<file path="src/rtl/efc_pkg.sv">
// Shared types, codes and CRC-8 helper for the encoder frame checker.
// No dependencies; imported by every module of the block.
package efc_pkg;

	localparam int DataW = 8;

	// register indexes on the config port
	localparam logic REG_TRIP_LEVEL   = 1'b0;
	localparam logic REG_FAULT_ENABLE = 1'b1;

	// error kinds
	localparam logic [1:0] ERR_NONE   = 2'd0;
	localparam logic [1:0] ERR_CRC    = 2'd1;
	localparam logic [1:0] ERR_MAGNET = 2'd2;

	localparam logic [7:0] THRESHOLD_RST = 8'd3;
	localparam logic [7:0] COUNT_MAX     = 8'hFF;

	// CRC-8 poly 0x07, init 0: message bit i contributes x^(i+8) mod P
	localparam logic [23:0][7:0] CRC_COL = {
		8'h0B, 8'h86, 8'h43, 8'hA2, 8'h51, 8'hAB, 8'hD6, 8'h6B,
		8'hB6, 8'h5B, 8'hAE, 8'h57, 8'hA8, 8'h54, 8'h2A, 8'h15,
		8'h89, 8'hC7, 8'hE0, 8'h70, 8'h38, 8'h1C, 8'h0E, 8'h07
	};

	typedef struct packed {
		logic [7:0] angle_high_byte;
		logic [7:0] angle_mid_byte;
		logic [7:0] angle_low_status_byte;
		logic [7:0] frame_crc;
	} efc_frame_t;

	typedef struct packed {
		logic [7:0] trip_level;
		logic       fault_enable;
	} efc_cfg_t;

	typedef struct packed {
		logic        frame_ok;
		logic [15:0] angle;
		logic [1:0]  error_kind;
		logic        over_speed;
		logic        no_magnet;
		logic        undervoltage;
		logic        fault_event;
	} efc_result_t;

	// parallel CRC over {b0, b1, b2}, b0 first
	function automatic logic [7:0] crc8_24(input logic [23:0] msg);
		logic [7:0] c;
		c = 8'h00;
		for (int i = 0; i < 24; i++) begin
			if (msg[i]) begin
				c = c ^ CRC_COL[i];
			end
		end
		return c;
	endfunction

endpackage

</file>
<file path="src/rtl/encoder_frame_checker_core.sv">
// channel  | dir | bits                                  | accepted when
// s_axis   | in  | tdata 32: high, mid, low_status, crc  | s_axis_tvalid & s_axis_tready
// m_axis   | out | tdata 24: see port comment            | m_axis_tvalid & m_axis_tready
// cfg      | in  | index 1, data 8                       | cfg_we
// An input word passes the input register, then the result register, to become the result word.
// One word per cycle sustained while m_axis accepts; the single frame evaluation sits
// between the two registers. A stall at m_axis fills both stages, then drops
// s_axis_tready. Async active-low reset empties the pipe and restores
// threshold 3, fault disabled, counters and latches clear.
// Depends on efc_pkg and efc_frame_eval.
module encoder_frame_checker_core (
	input  logic        clk,
	input  logic        arst_n,
	input  logic        s_axis_tvalid,
	output logic        s_axis_tready,
	// [7:0] angle_high_byte, [15:8] angle_mid_byte,
	// [23:16] angle_low_status_byte, [31:24] frame_crc
	input  logic [31:0] s_axis_tdata,
	output logic        m_axis_tvalid,
	input  logic        m_axis_tready,
	// [0] frame_ok, [16:1] angle, [18:17] error_kind, [19] over_speed,
	// [20] no_magnet, [21] undervoltage, [22] fault_event, [23] zero
	output logic [23:0] m_axis_tdata,
	input  logic        cfg_we,
	input  logic        cfg_index,
	input  logic [efc_pkg::DataW-1:0] cfg_data
);
	import efc_pkg::*;

	efc_cfg_t    cfg_q;
	efc_frame_t  frame_s1;
	logic        vld_s1;
	efc_result_t res;
	efc_result_t res_s2;
	logic        vld_s2;
	logic        adv;

	assign adv           = vld_s1 && (!vld_s2 || m_axis_tready);
	assign s_axis_tready = !vld_s1 || adv;

	always_ff @(posedge clk or negedge arst_n) begin
		if (!arst_n) begin
			cfg_q.trip_level   <= THRESHOLD_RST;
			cfg_q.fault_enable <= 1'b0;
		end else if (cfg_we) begin
			case (cfg_index)
				REG_TRIP_LEVEL:   cfg_q.trip_level   <= cfg_data;
				REG_FAULT_ENABLE: cfg_q.fault_enable <= cfg_data[0];
				default: ;
			endcase
		end
	end

	always_ff @(posedge clk or negedge arst_n) begin
		if (!arst_n) begin
			vld_s1 <= 1'b0;
		end else if (s_axis_tready) begin
			vld_s1 <= s_axis_tvalid;
		end
	end

	always_ff @(posedge clk) begin
		if (s_axis_tready && s_axis_tvalid) begin
			frame_s1.angle_high_byte       <= s_axis_tdata[7:0];
			frame_s1.angle_mid_byte        <= s_axis_tdata[15:8];
			frame_s1.angle_low_status_byte <= s_axis_tdata[23:16];
			frame_s1.frame_crc             <= s_axis_tdata[31:24];
		end
	end

	efc_frame_eval u_eval (
		.clk    (clk),
		.arst_n (arst_n),
		.frame  (frame_s1),
		.cfg    (cfg_q),
		.commit (adv),
		.result (res)
	);

	always_ff @(posedge clk or negedge arst_n) begin
		if (!arst_n) begin
			vld_s2 <= 1'b0;
		end else if (adv) begin
			vld_s2 <= 1'b1;
		end else if (m_axis_tready) begin
			vld_s2 <= 1'b0;
		end
	end

	always_ff @(posedge clk) begin
		if (adv) begin
			res_s2 <= res;
		end
	end

	assign m_axis_tvalid = vld_s2;
	assign m_axis_tdata  = {1'b0, res_s2.fault_event, res_s2.undervoltage,
		res_s2.no_magnet, res_s2.over_speed, res_s2.error_kind, res_s2.angle,
		res_s2.frame_ok};

endmodule

</file>
<file path="src/rtl/efc_frame_eval.sv">
// Frame evaluation: CRC check, status latch, error counter and fault latch.
// Depends on efc_pkg. State advances only when commit is high.
module efc_frame_eval (
	input  logic                 clk,
	input  logic                 arst_n,
	input  efc_pkg::efc_frame_t  frame,
	input  efc_pkg::efc_cfg_t    cfg,
	input  logic                 commit,
	output efc_pkg::efc_result_t result
);
	import efc_pkg::*;

	logic [7:0] error_count_q;
	logic       fault_latched_q;
	logic [2:0] warning_flags_q;

	logic [7:0] crc;
	logic       crc_ok;
	logic       magnet_bad;
	logic       bad;
	logic [7:0] count_inc;
	logic       fire;
	logic [2:0] flags_next;

	always_comb begin
		crc        = crc8_24({frame.angle_high_byte, frame.angle_mid_byte,
			frame.angle_low_status_byte});
		crc_ok     = (crc == frame.frame_crc);
		magnet_bad = crc_ok && frame.angle_low_status_byte[1];
		bad        = !crc_ok || magnet_bad;
		count_inc  = (error_count_q == COUNT_MAX) ? COUNT_MAX : error_count_q + 8'd1;
		fire       = bad && (count_inc >= cfg.trip_level) && cfg.fault_enable
			&& !fault_latched_q;
		flags_next = crc_ok ? frame.angle_low_status_byte[2:0] : warning_flags_q;

		result.frame_ok     = !bad;
		result.angle        = bad ? 16'h0000
			: {frame.angle_high_byte, frame.angle_mid_byte};
		result.error_kind   = !crc_ok ? ERR_CRC : (magnet_bad ? ERR_MAGNET : ERR_NONE);
		result.over_speed   = flags_next[0];
		result.no_magnet    = flags_next[1];
		result.undervoltage = flags_next[2];
		result.fault_event  = fire;
	end

	always_ff @(posedge clk or negedge arst_n) begin
		if (!arst_n) begin
			error_count_q   <= '0;
			fault_latched_q <= 1'b0;
			warning_flags_q <= '0;
		end else if (commit) begin
			warning_flags_q <= flags_next;
			if (bad) begin
				error_count_q <= count_inc;
				if (fire) begin
					fault_latched_q <= 1'b1;
				end
			end else begin
				error_count_q   <= '0;
				fault_latched_q <= 1'b0;
			end
		end
	end

endmodule

</file>
<file path="config.mk">
export PLATFORM = sky130hd
export DESIGN_NAME = encoder_frame_checker_core
export DESIGN_NICKNAME = d
export VERILOG_FILES = /design/src/rtl/efc_pkg.sv /design/src/rtl/encoder_frame_checker_core.sv /design/src/rtl/efc_frame_eval.sv
export SDC_FILE = /design/constraint.sdc
export NUM_CORES = 1
export LEC_CHECK = 0
export BUFFER_PORTS_ARGS = -buffer_cell sky130_fd_sc_hd__buf_2
export CORE_UTILIZATION = 55
export CTS_BUF_LIST = sky130_fd_sc_hd__clkbuf_8
export DETAILED_ROUTE_END_ITERATION = 12
export MAX_ROUTING_LAYER = met4
export PLACE_DENSITY_LB_ADDON = 0.3
export SLEW_MARGIN = 20
export SYNTH_ARGS = -nofsm -noshare
export SYNTH_HDL_FRONTEND = slang
export SYNTH_SLANG_ARGS = --single-unit
</file>
<file path="constraint.sdc">
create_clock -name clk -period 5.2 [get_ports clk]
set_clock_uncertainty 0.05 [all_clocks]
set_input_delay 0.26 -clock clk [delete_from_list [all_inputs] [get_ports clk]]
set_output_delay 0.26 -clock clk [all_outputs]
set_load 0.005 [all_outputs]
</file>
==> results.ini <==
[clock_network]
clockBufferDepth = 2
cts-root-buf = clkbuf_8
cts_resized = 0
tritoncts = built
path_clk_slew_ps = 80
ctsHoldBuffers = 1
cts.sinks = 78
clk_latency_ps = 340
cts_htree_levels = 3
post-cts-setup-buffer-count = 0
cts_buffers = 9

[power]
powerDensity_nw_per_um2 = 372
ir_drop_uv = 208
p_clk_share_pct = 26.2
netSwitchingFraction_pct = 27.4
pwr-share-seq_pct = 50.2
p_int_mw = 1.16
pwr-share-comb_pct = 23.6
p_switching_mw = 0.436
leakage_nw = 1.82

[timing]
fin_crit_sh_pct = 62.2
setup_viol = 0
setup_tns_ps = 0
fin_crit_ps = 3240
max_freq_ghz = 0.309
hold_viol = 0
holdWs_ps = 40.4
slew_violations = 0
slew_headroom_pct = 42.8
worstMarginPinSlew_ps = 856
rsz0062_at_grt = no

[grt]
antenna_found_initial = 0
grtUsageTotal_pct = 19.3
grt_pass1_wl_mm = 9.98
grt_max_degree = 33
grt_pass1_vias = 2174
grt.overflow.total = 0

[synth]
synthesis.nets = 329
ys.flop_type = edfxtp_1
synth-edff-count = 55
seq_area_frac_synth_pct = 60.7
synth_warnings = 0
syn-cell-area_um2 = 3670
synth_cell_types = 42
yosysTopAreaCell = edfxtp_1
yosysTopAreaCellShare_pct = 45.0
synth_cells = 274
synthArstFlopShare_pct = 29.5
synth_seq_cells = 78
avgSynthCellArea_um2 = 13.4
synth_area_leaders = edfxtp_1 45%, dfrtp_1 14%, xnor2_1 11%

[placed_design]
placed_area_um2 = 4090
place_inst = 417
portBuffers = 70
gp_congestion = 0.908
dpl.hpwl_mm = 4.34

[min_path]
min_path_type = in2reg

[drt]
drc_errors = 0
num_vias = 2182
first_iter_violations = 118
vias_per_cell = 5.03
avgRoutedWirePerCell_um = 13.6
routed_wl_mm = 5.88
detail-route-antenna-nets = 0
drtPass1Iterations = 4

[die]
die_area_um2 = 7010
fp.dieW_um = 83.7
rows = 29
initial_utilization_pct = 57.5
fp.dieH_um = 83.7
io_pins = 72
core-area_um2 = 6390

[final_layout]
multi_input_area_um2 = 1360
post-route-util_pct = 67.0
postLayoutCellArea_um2 = 4280
antennaDiodeCount = 0
syn_to_final_growth_pct = 16.6
final_cell_mix = 70 x buf_2, 55 x edfxtp_1, 47 x xnor2_1
regArea_um2 = 2230
final_common_cell = buf_2
layout-drive-gt1-share_pct = 29.1
fillers = 475
final_nets = 407
final_cells = 434

[critical_path]
slowest_stage = dfrtp_1
cpPeakStageDelay_ps = 390
worstSetupStartpointType = flip-flop
path_max_fanout = 9
worstPathCellList = ha_1, and3_1, and3_1, nand3_1, and2_1, ha_1, nand2b_1, a21o_1, a21o_1, a21oi_1, o21ai_0, a21oi_1, nor4b_1
crit_type = reg2reg
required_ps = 5240
cp_data_arrival_time_ps = 3280
critPathCaptureType = flip-flop

[flow_run]
maxCapViolations = 0

[status]
outcome = complete, no violations

==> worst paths after layout <==
path	startpoint	to	slack, ps	cells past startpoint
setup / recovery	u_eval.error_count_q[0]	m_axis_tdata[22]	1960	13
hold / removal	s_axis_tdata[10]	frame_s1[18]	40	1
setup reg to reg	u_eval.error_count_q[0]	m_axis_tdata[22]	1960	13
hold reg to reg	u_eval.warning_flags_q[1]	u_eval.warning_flags_q[1]	460	1
max in group asynchronous	arst_n	u_eval.warning_flags_q[0]	4350	2
min in group asynchronous	arst_n	cfg_q[4]	390	2
==> cell families after synthesis <==
| logic type | Yosys count | share of synthesized area, % |
|---|---|---|
| mux | 10 | 3.10 |
| other cells | 1 | 0.102 |
| buf+inv | 16 | 2.25 |
| simple gates | 73 | 11.3 |
| fa+ha+maj | 9 | 3.07 |
| flops | 78 | 60.7 |
| xor+xnor | 55 | 14.1 |
| compound gates | 32 | 5.42 |
==> flip-flops by register name (all words and copies together), names as in the netlist <==
name                    flops
frame_s1                   32
cfg_q                       9
vld_s1                      1
u_eval.fault_latched_q      1
u_eval.warning_flags_q      3
u_eval.error_count_q        8
m_axis_tvalid               1
m_axis_tdata               23
==> per-stage QoR <==
stage	worst slack, ps	total power [mW]
final	1960	1.59
after global routing	1700	1.69
after CTS	1980	1.61
after detailed placement	2000	1.19
after global placement	2180	1.18
after floorplan	2310	1.09
==> Yosys cell counts, drive strengths merged (2+ instances only) <==
master and number:
inv 10, a21oi 8, nand3 6, xor2 6, and2 18, xnor2 47, nand2 22, nor2 7
nor3 2, xnor3 2, buf 4, edfxtp 55, or2 2, and3 7, clkbuf 2, ha 9
dfstp 2, mux2 8, mux2i 2, dfrtp 21, nand2b 5, a21o 4, a221oi 3, o31ai 2
o21ai 11
==> power by group through the flow <==
stage / Sequential (mW) / Combinational [mW] / Clock (mW)
2_1_floorplan: 0.800 / 0.294 / 0
3_3_place_gp: 0.808 / 0.371 / 0
3_5_place_dp: 0.813 / 0.381 / 0
4_1_cts: 0.799 / 0.383 / 0.429
5_1_grt: 0.809 / 0.429 / 0.451
6_report: 0.799 / 0.376 / 0.418
==> layer usage <==
layer	track usage (%)	vias to the layer above	routed length, um
li1	-	1108	-
met5	-	-	0
met4	6.93	0	85
met3	5.04	8	261
met1	24.2	1019	2680
met2	30.5	47	2850
==> worst max-delay path, delay by kind of cell (launching register included) <==
| kind | cells | cell delay, ps |
|---|---|---|
| fa+ha+maj | 2 | 480 |
| compound gates | 5 | 790 |
| flops | 1 | 390 |
| simple gates | 6 | 1260 |
==> layout make-up <==
| type | count | share of cell area [%] |
|---|---|---|
| sequential | 78 | 52.1 |
| multi-input combinational | 180 | 31.8 |
| timing repair buffer | 73 | 8.77 |
| clock buffer | 9 | 2.89 |
| tap | 77 | 2.25 |
| clock inverter | 7 | 1.34 |
| inverter | 10 | 0.877 |
Power figures use the tool's default switching activity.
